<file path="config.mk">
export PLATFORM = sky130hd
export DESIGN_NAME = rtbs_ctrl
export DESIGN_NICKNAME = d
export VERILOG_FILES = /design/src/rtl/core/rtbs_pkg.sv /design/src/rtl/core/rtbs_ctrl.sv
export SDC_FILE = /design/constraint.sdc
export NUM_CORES = 1
export LEC_CHECK = 0
export BUFFER_PORTS_ARGS = -buffer_cell sky130_fd_sc_hd__buf_4
export CORE_AREA = 2 2 39 41
export DETAILED_ROUTE_END_ITERATION = 10
export DIE_AREA = 0 0 41 43
export GPL_TIMING_DRIVEN = 1
export PLACE_DENSITY = 0.7
export SLEW_MARGIN = 10
export SYNTH_ARGS = -nofsm -noshare
export SYNTH_HDL_FRONTEND = slang
export SYNTH_SLANG_ARGS = --single-unit
</file>
<file path="constraint.sdc">
create_clock -name i_clk -period 2 [get_ports i_clk]
set_clock_uncertainty 0.05 [all_clocks]
set_input_delay 0.5 -clock i_clk [delete_from_list [all_inputs] [get_ports i_clk]]
set_output_delay 0.5 -clock i_clk [all_outputs]
set_load 0.005 [all_outputs]
</file>
<file path="src/rtl/core/rtbs_pkg.sv">
// Shared constants, types and command/status structs for the regression
// tree best-split block. Depends on nothing.
package rtbs_pkg;

    localparam int MAX_ROWS     = 1024;
    localparam int MAX_FEATURES = 64;
    localparam int VAL_W        = 32;
    localparam int TGT_W        = 16;
    localparam int FEAT_W       = 6;
    localparam int ADDR_W       = $clog2(MAX_ROWS);
    localparam int CNT_W        = $clog2(MAX_ROWS + 1);
    localparam int COL_W        = $clog2(MAX_FEATURES);
    localparam int SUM_W        = TGT_W + CNT_W;
    localparam int SQ_W         = 2 * SUM_W;
    localparam int SCORE_W      = SQ_W + 1;
    localparam int DCNT_W       = $clog2(SQ_W + 1);

    typedef struct packed {
        logic signed [VAL_W-1:0] val;
        logic signed [TGT_W-1:0] tgt;
    } t_entry;

    typedef struct packed {
        logic load;
        logic shift;
        logic write;
        logic scan0;
        logic adv;
        logic sq_l;
        logic sq_r;
        logic take_l;
        logic upd;
        logic nextcol;
        logic emit;
    } t_cmd;

    typedef struct packed {
        logic full;
        logic empty;
        logic gt;
        logic j_one;
        logic k_zero;
        logic differ;
        logic last;
        logic short_col;
        logic div_busy;
        logic out_full;
        logic eoc;
        logic eos;
    } t_stat;

endpackage

</file>
<file path="src/rtl/core/rtbs_ctrl.sv">
// Sequencer for load-time insertion, column scan and result emission.
// Depends on rtbs_pkg; drives the datapath by command struct.
module rtbs_ctrl (
    input  logic            i_clk,
    input  logic            i_rst_n,
    input  logic            i_valid,
    input  rtbs_pkg::t_stat i_stat,
    output logic            o_ready,
    output rtbs_pkg::t_cmd  o_cmd
);
    import rtbs_pkg::*;

    typedef enum logic [3:0] {
        S_IDLE, S_SHIFT, S_WRITE, S_COLEND, S_SCAN, S_DIVL, S_DIVR, S_NEXTCOL, S_OUT
    } t_state;

    t_state r_state, n_state;

    always_ff @(posedge i_clk) begin
        if (!i_rst_n) begin
            r_state <= S_IDLE;
        end else begin
            r_state <= n_state;
        end
    end

    always_comb begin
        n_state = r_state;
        o_cmd   = '0;
        o_ready = 1'b0;
        unique case (r_state)
            S_IDLE: begin
                o_ready = 1'b1;
                if (i_valid) begin
                    o_cmd.load = 1'b1;
                    if (i_stat.full)       n_state = S_COLEND;
                    else if (i_stat.empty) n_state = S_WRITE;
                    else                   n_state = S_SHIFT;
                end
            end
            S_SHIFT: begin
                if (i_stat.gt) begin
                    o_cmd.shift = 1'b1;
                    if (i_stat.j_one) n_state = S_WRITE;
                end else begin
                    n_state = S_WRITE;
                end
            end
            S_WRITE: begin
                o_cmd.write = 1'b1;
                n_state     = S_COLEND;
            end
            S_COLEND: begin
                if (!i_stat.eoc) begin
                    n_state = S_IDLE;
                end else if (i_stat.short_col) begin
                    n_state = S_NEXTCOL;
                end else begin
                    o_cmd.scan0 = 1'b1;
                    n_state     = S_SCAN;
                end
            end
            S_SCAN: begin
                if (i_stat.k_zero || !i_stat.differ) begin
                    o_cmd.adv = 1'b1;
                    if (i_stat.last) n_state = S_NEXTCOL;
                end else begin
                    o_cmd.sq_l = 1'b1;
                    n_state    = S_DIVL;
                end
            end
            S_DIVL: begin
                if (!i_stat.div_busy) begin
                    o_cmd.take_l = 1'b1;
                    o_cmd.sq_r   = 1'b1;
                    n_state      = S_DIVR;
                end
            end
            S_DIVR: begin
                if (!i_stat.div_busy) begin
                    o_cmd.upd = 1'b1;
                    o_cmd.adv = 1'b1;
                    n_state   = i_stat.last ? S_NEXTCOL : S_SCAN;
                end
            end
            S_NEXTCOL: begin
                o_cmd.nextcol = 1'b1;
                n_state       = i_stat.eos ? S_OUT : S_IDLE;
            end
            S_OUT: begin
                if (!i_stat.out_full) begin
                    o_cmd.emit = 1'b1;
                    n_state    = S_IDLE;
                end
            end
            default: n_state = S_IDLE;
        endcase
    end
endmodule

</file>
==> results of run 1 <==
## logic make-up (layout without fill, tap and decap cells)
group	Yosys count	count (layout)	synth area share (%)
and+or+nand+nor	31	31	39.9
xor gates and xnor gates	1	1	2.07
AOI/OAI and AO/OA	14	14	25.1
DFF	4	4	18.9
buffers and inverters	9	36	11.5
muxes	1	1	2.37
## synthesized netlist by cell type, types with 2 or more instances
library cell / number / share of area (%)
nand2b_1: 4 / 5.9
nor4_1: 2 / 3.0
nor3_1: 3 / 3.5
nand4_1: 2 / 3.0
dfxtp_1: 4 / 19
nand2_1: 5 / 4.4
buf_2: 3 / 3.5
o32ai_1: 2 / 4.1
a21oi_1: 5 / 5.9
nor2_1: 7 / 6.2
inv_1: 4 / 3.5
## where the power goes
| group | leakage, nW | switching [mW] | internal, mW | total [mW] |
|---|---|---|---|---|
| clock | 0.0138 | 0.0314 | 0.0670 | 0.0984 |
| combinational | 0.270 | 0.209 | 0.216 | 0.426 |
| sequential | 0.0336 | 0.0452 | 0.111 | 0.156 |
| total | 0.317 | 0.286 | 0.394 | 0.680 |
## per-layer routing
| metal | track usage, % | up-vias | routed length [um] |
|---|---|---|---|
| li1 | - | 274 | - |
| met5 | 0 | - | 0 |
| met4 | 9.33 | 0 | 13 |
| met2 | 29.4 | 23 | 623 |
| met1 | 18.3 | 254 | 518 |
| met3 | 3.14 | 2 | 99 |
## metrics by stage
step                cell area (um^2)  hold slack, ns  setup WS [ns]  total power [mW]
floorplan                        423           0.550          0.361             0.427
global placement                 627           0.597          0.283             0.570
detailed placement               627           0.603          0.245             0.573
CTS                              651           0.488         0.0412             0.678
global route                     657           0.498         0.0312             0.752
finish                           657           0.489          0.118             0.680
## layout make-up
cell class | instances | share of cell area (%)
timing repair buffer | 29 | 33.1
sequential | 4 | 12.6
clock buffer | 3 | 3.43
multi-input combinational | 47 | 45.5
tap | 16 | 3.05
inverter | 4 | 2.29
## final timing paths
check	to	slack (ns)	cells after the start
hold reg to reg	r_state[3]$_SDFFE_PN0P_	0.61	2
hold / removal	r_state[3]$_SDFFE_PN0P_	0.49	2
setup / recovery	o_cmd[5]	0.12	3
setup reg to reg	r_state[0]$_SDFFE_PN0P_	0.53	4
## what timing repair did
item | in CTS | in global routing
gates cloned | 0 | 0
endpoints found under the hold margin | 0 | 0
setup endpoints to repair | 1 | 1
gates resized for setup | 1 | 2
==> run_results.csv, run 1 <==
group,metric,value,unit
status,status,"finished clean",
pwr,power_density,1040,nW/um^2
drt,dr_total_vias,553,
setup_path,path_max_fanout,10,
sta,slew_violations,0,
setup_path,critPathCaptureType,"output port",
floorplanning,num_rows,14,
global_route,grt_pass1_wl,2100,um
drt,drcViolationCount,0,
clocking,clockBufferDepth,2,
drt,routed_via_density,5.37,
layout,reg_top3,"r_state x4",
clocking,cts_sinks,4,
setup_path,critical_path.cell_chain,"or2b_1 > nor4_1 > buf_4",
layout,n_antenna_cell,0,
layout,largest_register_ffs,4,
floorplanning,dieWidth,41,um
logic_synthesis,synth-main-ff-cell,"dfxtp_1",
setup_path,required,1.45,ns
setup_path,startpoint_type,"flop",
placement,io_buffers,26,
clocking,cts-root-buf,"clkbuf_4",
sta,fmax,531,MHz
floorplanning,core,1380,um^2
pwr,vdd_drop_max,448,uV
sta,slew_headroom,77.3,%
sta,finalHoldViolCount,0,
clocking,cts_tree,"built",
placement,dp.cells,100,
logic_synthesis,synthCells,60,
setup_path,cp_slowest_cell,"dfxtp_2",
drt,wl_per_cell,12.2,um
setup_path,arrival,1.33,ns
floorplanning,fp.dieArea,1760,um^2
setup_path,r2r_start,"r_state[2]$_SDFFE_PN0P_",
sta,rsz0062_at_grt,"no",
logic_synthesis,avgSynthCellArea,7.05,um^2
layout,fill_cells,143,
setup_path,path_class,"reg -> out",
sta,worstMarginPinSlew,0.337,ns
clocking,clkTransAtPathRegs,0.04,ns
placement,place.gp.congestion,0.797,
logic_synthesis,yosysWarnings,0,
logic_synthesis,yosysSeqAreaShare,18.9,%
drt,firstDrtPassIters,2,
layout,final_common_cell,"buf_4",
logic_synthesis,ys_seq_elements,4,
clocking,clock_latency,0.23,ns
layout,layout-drive-gt1-share,42.5,%
logic_synthesis,synth_edf_count,0,
layout,top_register,"r_state",
sta,fin_crit_sh,94.1,%
global_route,grt_overflow,0,
global_route,grt_start_max_net_pins,12,
job,drv_cap,0,
layout,utilization,47.5,%
floorplanning,initial_core_util,30.6,%
layout,fin_cells,103,
clocking,h-tree-depth,1,
sta,period_needed,1.88,ns
setup_path,worst_path_largest_cell_delay,0.40,ns
setup_path,critPathTopFamily,"simple AND/OR/NAND/NOR gates",
global_route,antenna_found_initial,0,
drt,routed_wl,1250,um
clocking,holdBufCountCts,0,
clocking,cts_buffers,3,
drt,first_iter_violations,6,
pwr,p_leak,0.317,nW
layout,layout_common_cells,"buf_4, nor2_1, nand2_1, a21oi_1",
drt,ant_nets,0,
logic_synthesis,async_flop_share,0,%
setup_path,worst-path-buf-inv,1,
layout,area_growth,55.3,%
logic_synthesis,syn_area,423,um^2
logic_synthesis,ys_types,30,
hold_path,hp-start,"i_rst_n",
setup_path,startpoint,"r_state[2]$_SDFFE_PN0P_",
hold_path,min_path_type,"in -> reg",
layout,seq_area,82.6,um^2
sta,timing.setup.tns,0,ns
global_route,grt_use_total,17.2,%
logic_synthesis,syn_nets,75,
placement,dpl.hpwl,1010,um
layout,nNetsFinal,104,
floorplanning,die_h,43,um
global_route,grt_pass1_vias,522,
layout,multi_input_area,299,um^2
sta,setup_viol,0,
floorplanning,ios,27,
clocking,cts_setup_buffers,0,
No activity file was read; power rests on OpenSTA's default activity.
==> run 2, diff against run 1 <==
--- a/config.mk
+++ b/config.mk
@@ -5,10 +5,10 @@
 export SDC_FILE = /design/constraint.sdc
 export NUM_CORES = 1
 export LEC_CHECK = 0
-export BUFFER_PORTS_ARGS = -buffer_cell sky130_fd_sc_hd__buf_4
-export CORE_AREA = 2 2 39 41
+export BUFFER_PORTS_ARGS = -buffer_cell sky130_fd_sc_hd__clkbuf_2
+export CORE_AREA = 4 4 41 43
 export DETAILED_ROUTE_END_ITERATION = 10
-export DIE_AREA = 0 0 41 43
+export DIE_AREA = 0 0 45 47
 export GPL_TIMING_DRIVEN = 1
 export PLACE_DENSITY = 0.7
 export SLEW_MARGIN = 10
==> constraint.sdc (replaced) <==
create_clock -name i_clk -period 2.2 [get_ports i_clk]
set_clock_uncertainty 0.05 [all_clocks]
set_input_delay 0.55 -clock i_clk [delete_from_list [all_inputs] [get_ports i_clk]]
set_output_delay 0.55 -clock i_clk [all_outputs]
set_load 0.005 [all_outputs]
==> run 2 against run 1 <==
  * Via count is 3.4% lower
  * Sequential share of layout area is 1.5 points higher
  * Largest power group unchanged
  * Clock power is 10% lower
  * Highest routed layer is now met3
  * Die area is 20% higher
  * Final cell count is 2.9% lower
  * Worst setup slack better by 0.035 ns
  * Clock-buffer cell count stayed put
==> run_results.csv, run 2 (synthesized netlist as in run 1, its figures left out) <==
group,metric,value,unit
status,status,"finished clean",
setup_path,critical_path.cell_chain,"or2b_1 > nor3_1 > nand2b_1 > clkbuf_2",
clocking,h-tree-depth,1,
setup_path,path_class,"reg -> out",
pwr,vdd_drop_max,522,uV
global_route,grt_busiest_layer,"met2",
placement,dp.cells,97,
drt,wl_per_cell,11.8,um
drt,ant_nets,0,
global_route,grt_overflow,0,
layout,layout_common_cells,"clkbuf_2, nor2_1, nand2_1, a21oi_1",
setup_path,startpoint_type,"flop",
setup_path,worst_path_largest_cell_delay,0.47,ns
drt,drcViolationCount,0,
sta,period_needed,2.05,ns
setup_path,critPathCaptureType,"output port",
pwr,p_leak,0.287,nW
layout,nNetsFinal,102,
setup_path,worst-path-buf-inv,1,
sta,slew_headroom,73.3,%
layout,reg_top3,"r_state x4",
drt,dr_total_vias,534,
layout,final_common_cell,"clkbuf_2",
clocking,clkTransAtPathRegs,0.04,ns
sta,worstMarginPinSlew,0.399,ns
global_route,grt_use_total,12.1,%
setup_path,required,1.60,ns
clocking,cts-root-buf,"clkbuf_4",
layout,layout-drive-gt1-share,37.6,%
drt,routed_wl,1180,um
setup_path,path_max_fanout,10,
clocking,holdBufCountCts,0,
hold_path,min_path_type,"in -> reg",
setup_path,arrival,1.45,ns
floorplanning,core,1300,um^2
placement,place.gp.congestion,0.792,
layout,n_antenna_cell,0,
floorplanning,fp.dieArea,2120,um^2
global_route,antenna_found_initial,0,
global_route,grt_pass1_vias,473,
floorplanning,initial_core_util,32.5,%
floorplanning,dieWidth,45,um
sta,finalHoldViolCount,0,
layout,fin_cells,100,
setup_path,cp_slowest_cell,"dfxtp_1",
clocking,cts_tree,"built",
setup_path,critPathTopFamily,"simple AND/OR/NAND/NOR gates",
drt,routed_via_density,5.34,
layout,largest_register_ffs,4,
job,drv_cap,0,
clocking,cts_sinks,4,
global_route,met1_usage,13.8,%
clocking,cts_buffers,3,
clocking,cts_resized,0,
floorplanning,ios,27,
global_route,grt_start_max_net_pins,14,
placement,io_buffers,26,
clocking,clockBufferDepth,2,
global_route,grt_use_met2,20.3,%
global_route,grt_pass1_wl,1880,um
layout,top_register,"r_state",
drt,firstDrtPassIters,4,
sta,timing.setup.tns,0,ns
sta,setup_viol,0,
pwr,power_density,998,nW/um^2
clocking,clock_latency,0.23,ns
sta,rsz0062_at_grt,"no",
sta,slew_violations,0,
floorplanning,die_h,47,um
sta,fmax,489,MHz
global_route,use_met3,7.66,%
sta,fin_crit_sh,93.0,%
floorplanning,num_rows,13,
placement,dpl.hpwl,962,um
layout,area_growth,34.3,%
drt,first_iter_violations,13,
clocking,cts_setup_buffers,0,
[run 2: changes by cell type in the layout (fill, tap and decap cells not counted), sizes merged]
cell    before  now
buf         29    1
clkbuf       3   29
[run 2: layout make-up]
type                    count  area [um^2]
flip-flops and latches      4         80.1
clock buffers               3         22.5
multi-input cells          47          294
well taps                  15         18.8
inverters                   4         15.0
repair buffers             27          138
fillers                   144          733
[run 2: path summary, 6_finish.rpt]
path / start / to / slack, ns / cells past startpoint
worst max register to register: r_state[3]$_SDFFE_PN0P_ / r_state[2]$_SDFFE_PN0P_ / 0.65 / 5
worst max-delay path: r_state[2]$_SDFFE_PN0P_ / o_cmd[6] / 0.15 / 4
worst min-delay path: i_rst_n / r_state[2]$_SDFFE_PN0P_ / 0.58 / 2
worst min register to register: r_state[0]$_SDFFE_PN0P_ / r_state[0]$_SDFFE_PN0P_ / 0.59 / 2
[run 2: power breakdown]
part | total, mW | switching, mW | leakage, nW | internal [mW]
clock | 0.0884 | 0.0276 | 0.0138 | 0.0608
combinational | 0.337 | 0.180 | 0.240 | 0.157
sequential | 0.141 | 0.0445 | 0.0330 | 0.0969
[run 2: metrics by stage]
step	power, mW	setup WS, ns	hold slack, ns	cell area [um^2]	util (%)
floorplan	0.388	0.511	0.550	423	-
global placement	0.475	0.424	0.571	546	41.9
detailed placement	0.478	0.405	0.582	546	41.9
CTS	0.571	0.150	0.570	568	43.7
global route	0.618	0.0642	0.586	568	43.7
finish	0.567	0.153	0.580	568	43.7
[run 2: per-layer routing]
metal  vias up  wire length (um)
li1        270                 -
met1       239               482
met2        25               565
met3         0               135
met4         0                 0
met5         -                 0
==> run 3, diff against run 2 <==
--- a/config.mk
+++ b/config.mk
@@ -10,7 +10,8 @@
 export DETAILED_ROUTE_END_ITERATION = 10
 export DIE_AREA = 0 0 45 47
 export GPL_TIMING_DRIVEN = 1
-export PLACE_DENSITY = 0.7
+export PLACE_DENSITY = 0.59
+export SKIP_CTS_REPAIR_TIMING = 1
 export SLEW_MARGIN = 10
 export SYNTH_ARGS = -nofsm -noshare
 export SYNTH_HDL_FRONTEND = slang
==> run 3 against run 2 <==
  * Power up 0.39%
  * Sequential share of layout area up 0.19 points
  * Register-to-register slack about the same
  * Critical endpoint unchanged
  * Largest cell class unchanged
  * Largest power group unchanged
==> run_results.csv, run 3 (synthesized netlist as in run 1, its figures left out) <==
group,metric,value,unit
drt,first_iter_violations,14,
global_route,grt_pass1_vias,480,
layout,largest_register_ffs,4,
sta,slew_headroom,73.0,%
placement,dpl.hpwl,973,um
clocking,cts_sinks,4,
sta,period_needed,2.02,ns
global_route,grt_pass1_wl,1940,um
global_route,grt_start_max_net_pins,14,
floorplanning,initial_core_util,32.5,%
floorplanning,core,1300,um^2
global_route,grt_overflow,0,
setup_path,startpoint_type,"flop",
setup_path,startpoint,"r_state[3]$_SDFFE_PN0P_",
layout,nNetsFinal,102,
layout,top_register,"r_state",
clocking,clock_latency,0.23,ns
drt,dr_total_vias,538,
floorplanning,dieWidth,45,um
setup_path,reg2reg_to,"r_state[0]$_SDFFE_PN0P_",
drt,ant_nets,0,
sta,fmax,495,MHz
job,drv_cap,0,
placement,place.gp.congestion,0.830,
layout,area_growth,34.6,%
clocking,clkTransAtPathRegs,0.04,ns
floorplanning,ios,27,
sta,slew_violations,0,
layout,layout_common_cells,"clkbuf_2, nor2_1, nand2_1, a21oi_1",
placement,dp.cells,97,
layout,seq_area,81.3,um^2
drt,routed_wl,1170,um
layout,multi_input_area,294,um^2
clocking,cts_tree,"built",
clocking,h-tree-depth,1,
global_route,antenna_found_initial,0,
layout,reg_top3,"r_state x4",
hold_path,min_path_type,"in -> reg",
floorplanning,fp.dieArea,2120,um^2
global_route,grt_use_total,12.3,%
pwr,p_leak,0.287,nW
sta,finalHoldViolCount,0,
clocking,clockBufferDepth,2,
setup_path,ff2ff_setup_slack,0.65,ns
setup_path,r2r_start,"r_state[0]$_SDFFE_PN0P_",
setup_path,arrival,1.42,ns
clocking,cts_buffers,3,
sta,setup_slack,0.179,ns
setup_path,rr_worst_depth,4,
drt,firstDrtPassIters,4,
floorplanning,die_h,47,um
setup_path,critPathCaptureType,"output port",
floorplanning,num_rows,13,
hold_path,hp-start,"i_rst_n",
setup_path,path_class,"reg -> out",
setup_path,path_max_fanout,12,
sta,timing.setup.tns,0,ns
layout,fin_cells,100,
pwr,power_density,999,nW/um^2
setup_path,crit_end,"o_cmd[6]",
setup_path,required,1.60,ns
drt,drcViolationCount,0,
sta,holdWs,0.570,ns
sta,worstMarginPinSlew,0.404,ns
sta,setup_viol,0,
placement,io_buffers,26,
layout,fill_cells,142,
placement,dpl_worst_slack,0.382,ns
layout,final_common_cell,"clkbuf_2",
layout,final_area,569,um^2
layout,n_antenna_cell,0,
layout,layout-drive-gt1-share,38.8,%
drt,wl_per_cell,11.7,um
placement,postPlaceCellArea,546,um^2
sta,fin_crit_sh,91.9,%
clocking,cts-root-buf,"clkbuf_4",
sta,rsz0062_at_grt,"no",
pwr,vdd_drop_max,563,uV
drt,routed_via_density,5.38,
status,status,"finished clean",
==> run 3: metal layers <==
layer | vias up | part of all wire (%) | global-route usage [%] | routed length (um)
li1 | 275 | - | - | -
met1 | 241 | 38 | 14.1 | 447
met2 | 22 | 51 | 21.8 | 604
met3 | 0 | 10 | 6.13 | 122
met4 | 0 | 0 | 0.585 | 0
met5 | - | 0 | 0 | 0
==> run 3: stage by stage <==
| stage | power [mW] | utilization (%) |
|---|---|---|
| 3_3_place_gp | 0.485 | 41.9 |
| 3_5_place_dp | 0.477 | 41.9 |
| 6_report | 0.569 | 43.8 |
| 4_1_cts | 0.570 | 43.7 |
| 5_1_grt | 0.629 | 43.8 |
| 2_1_floorplan | 0.388 | - |
==> run 3: final cells by class <==
type | instances | share of cell area, %
multi-input combinational | 47 | 51.6
timing repair buffer | 27 | 24.2
sequential | 4 | 14.3
clock buffer | 3 | 3.96
tap | 15 | 3.30
inverter | 4 | 2.64
==> run 3: worst min path at each step <==
stage               depth (start not counted)                       to  slack [ns]
finish                                      2  r_state[2]$_SDFFE_PN0P_        0.57
floorplan                                   2  r_state[1]$_SDFFE_PN0P_        0.55
detailed placement                          2  r_state[1]$_SDFFE_PN0P_        0.58
CTS                                         2  r_state[2]$_SDFFE_PN0P_        0.57
global route                                2  r_state[2]$_SDFFE_PN0P_        0.58
global placement                            2  r_state[0]$_SDFFE_PN0P_        0.59
==> run 3: critical path: stages, from the launching register on <==
cell and delay [ns]:
dfxtp_1 0.42, nand2b_1 0.27, nor3_1 0.26, nand2b_1 0.14, clkbuf_2 0.11
==> run 3: power by group <==
| part | internal, mW | total [mW] | switching, mW | leakage [nW] |
|---|---|---|---|---|
| registers | 0.0989 | 0.146 | 0.0468 | 0.0333 |
| clock network | 0.0608 | 0.0880 | 0.0272 | 0.0138 |
| logic | 0.157 | 0.335 | 0.178 | 0.240 |
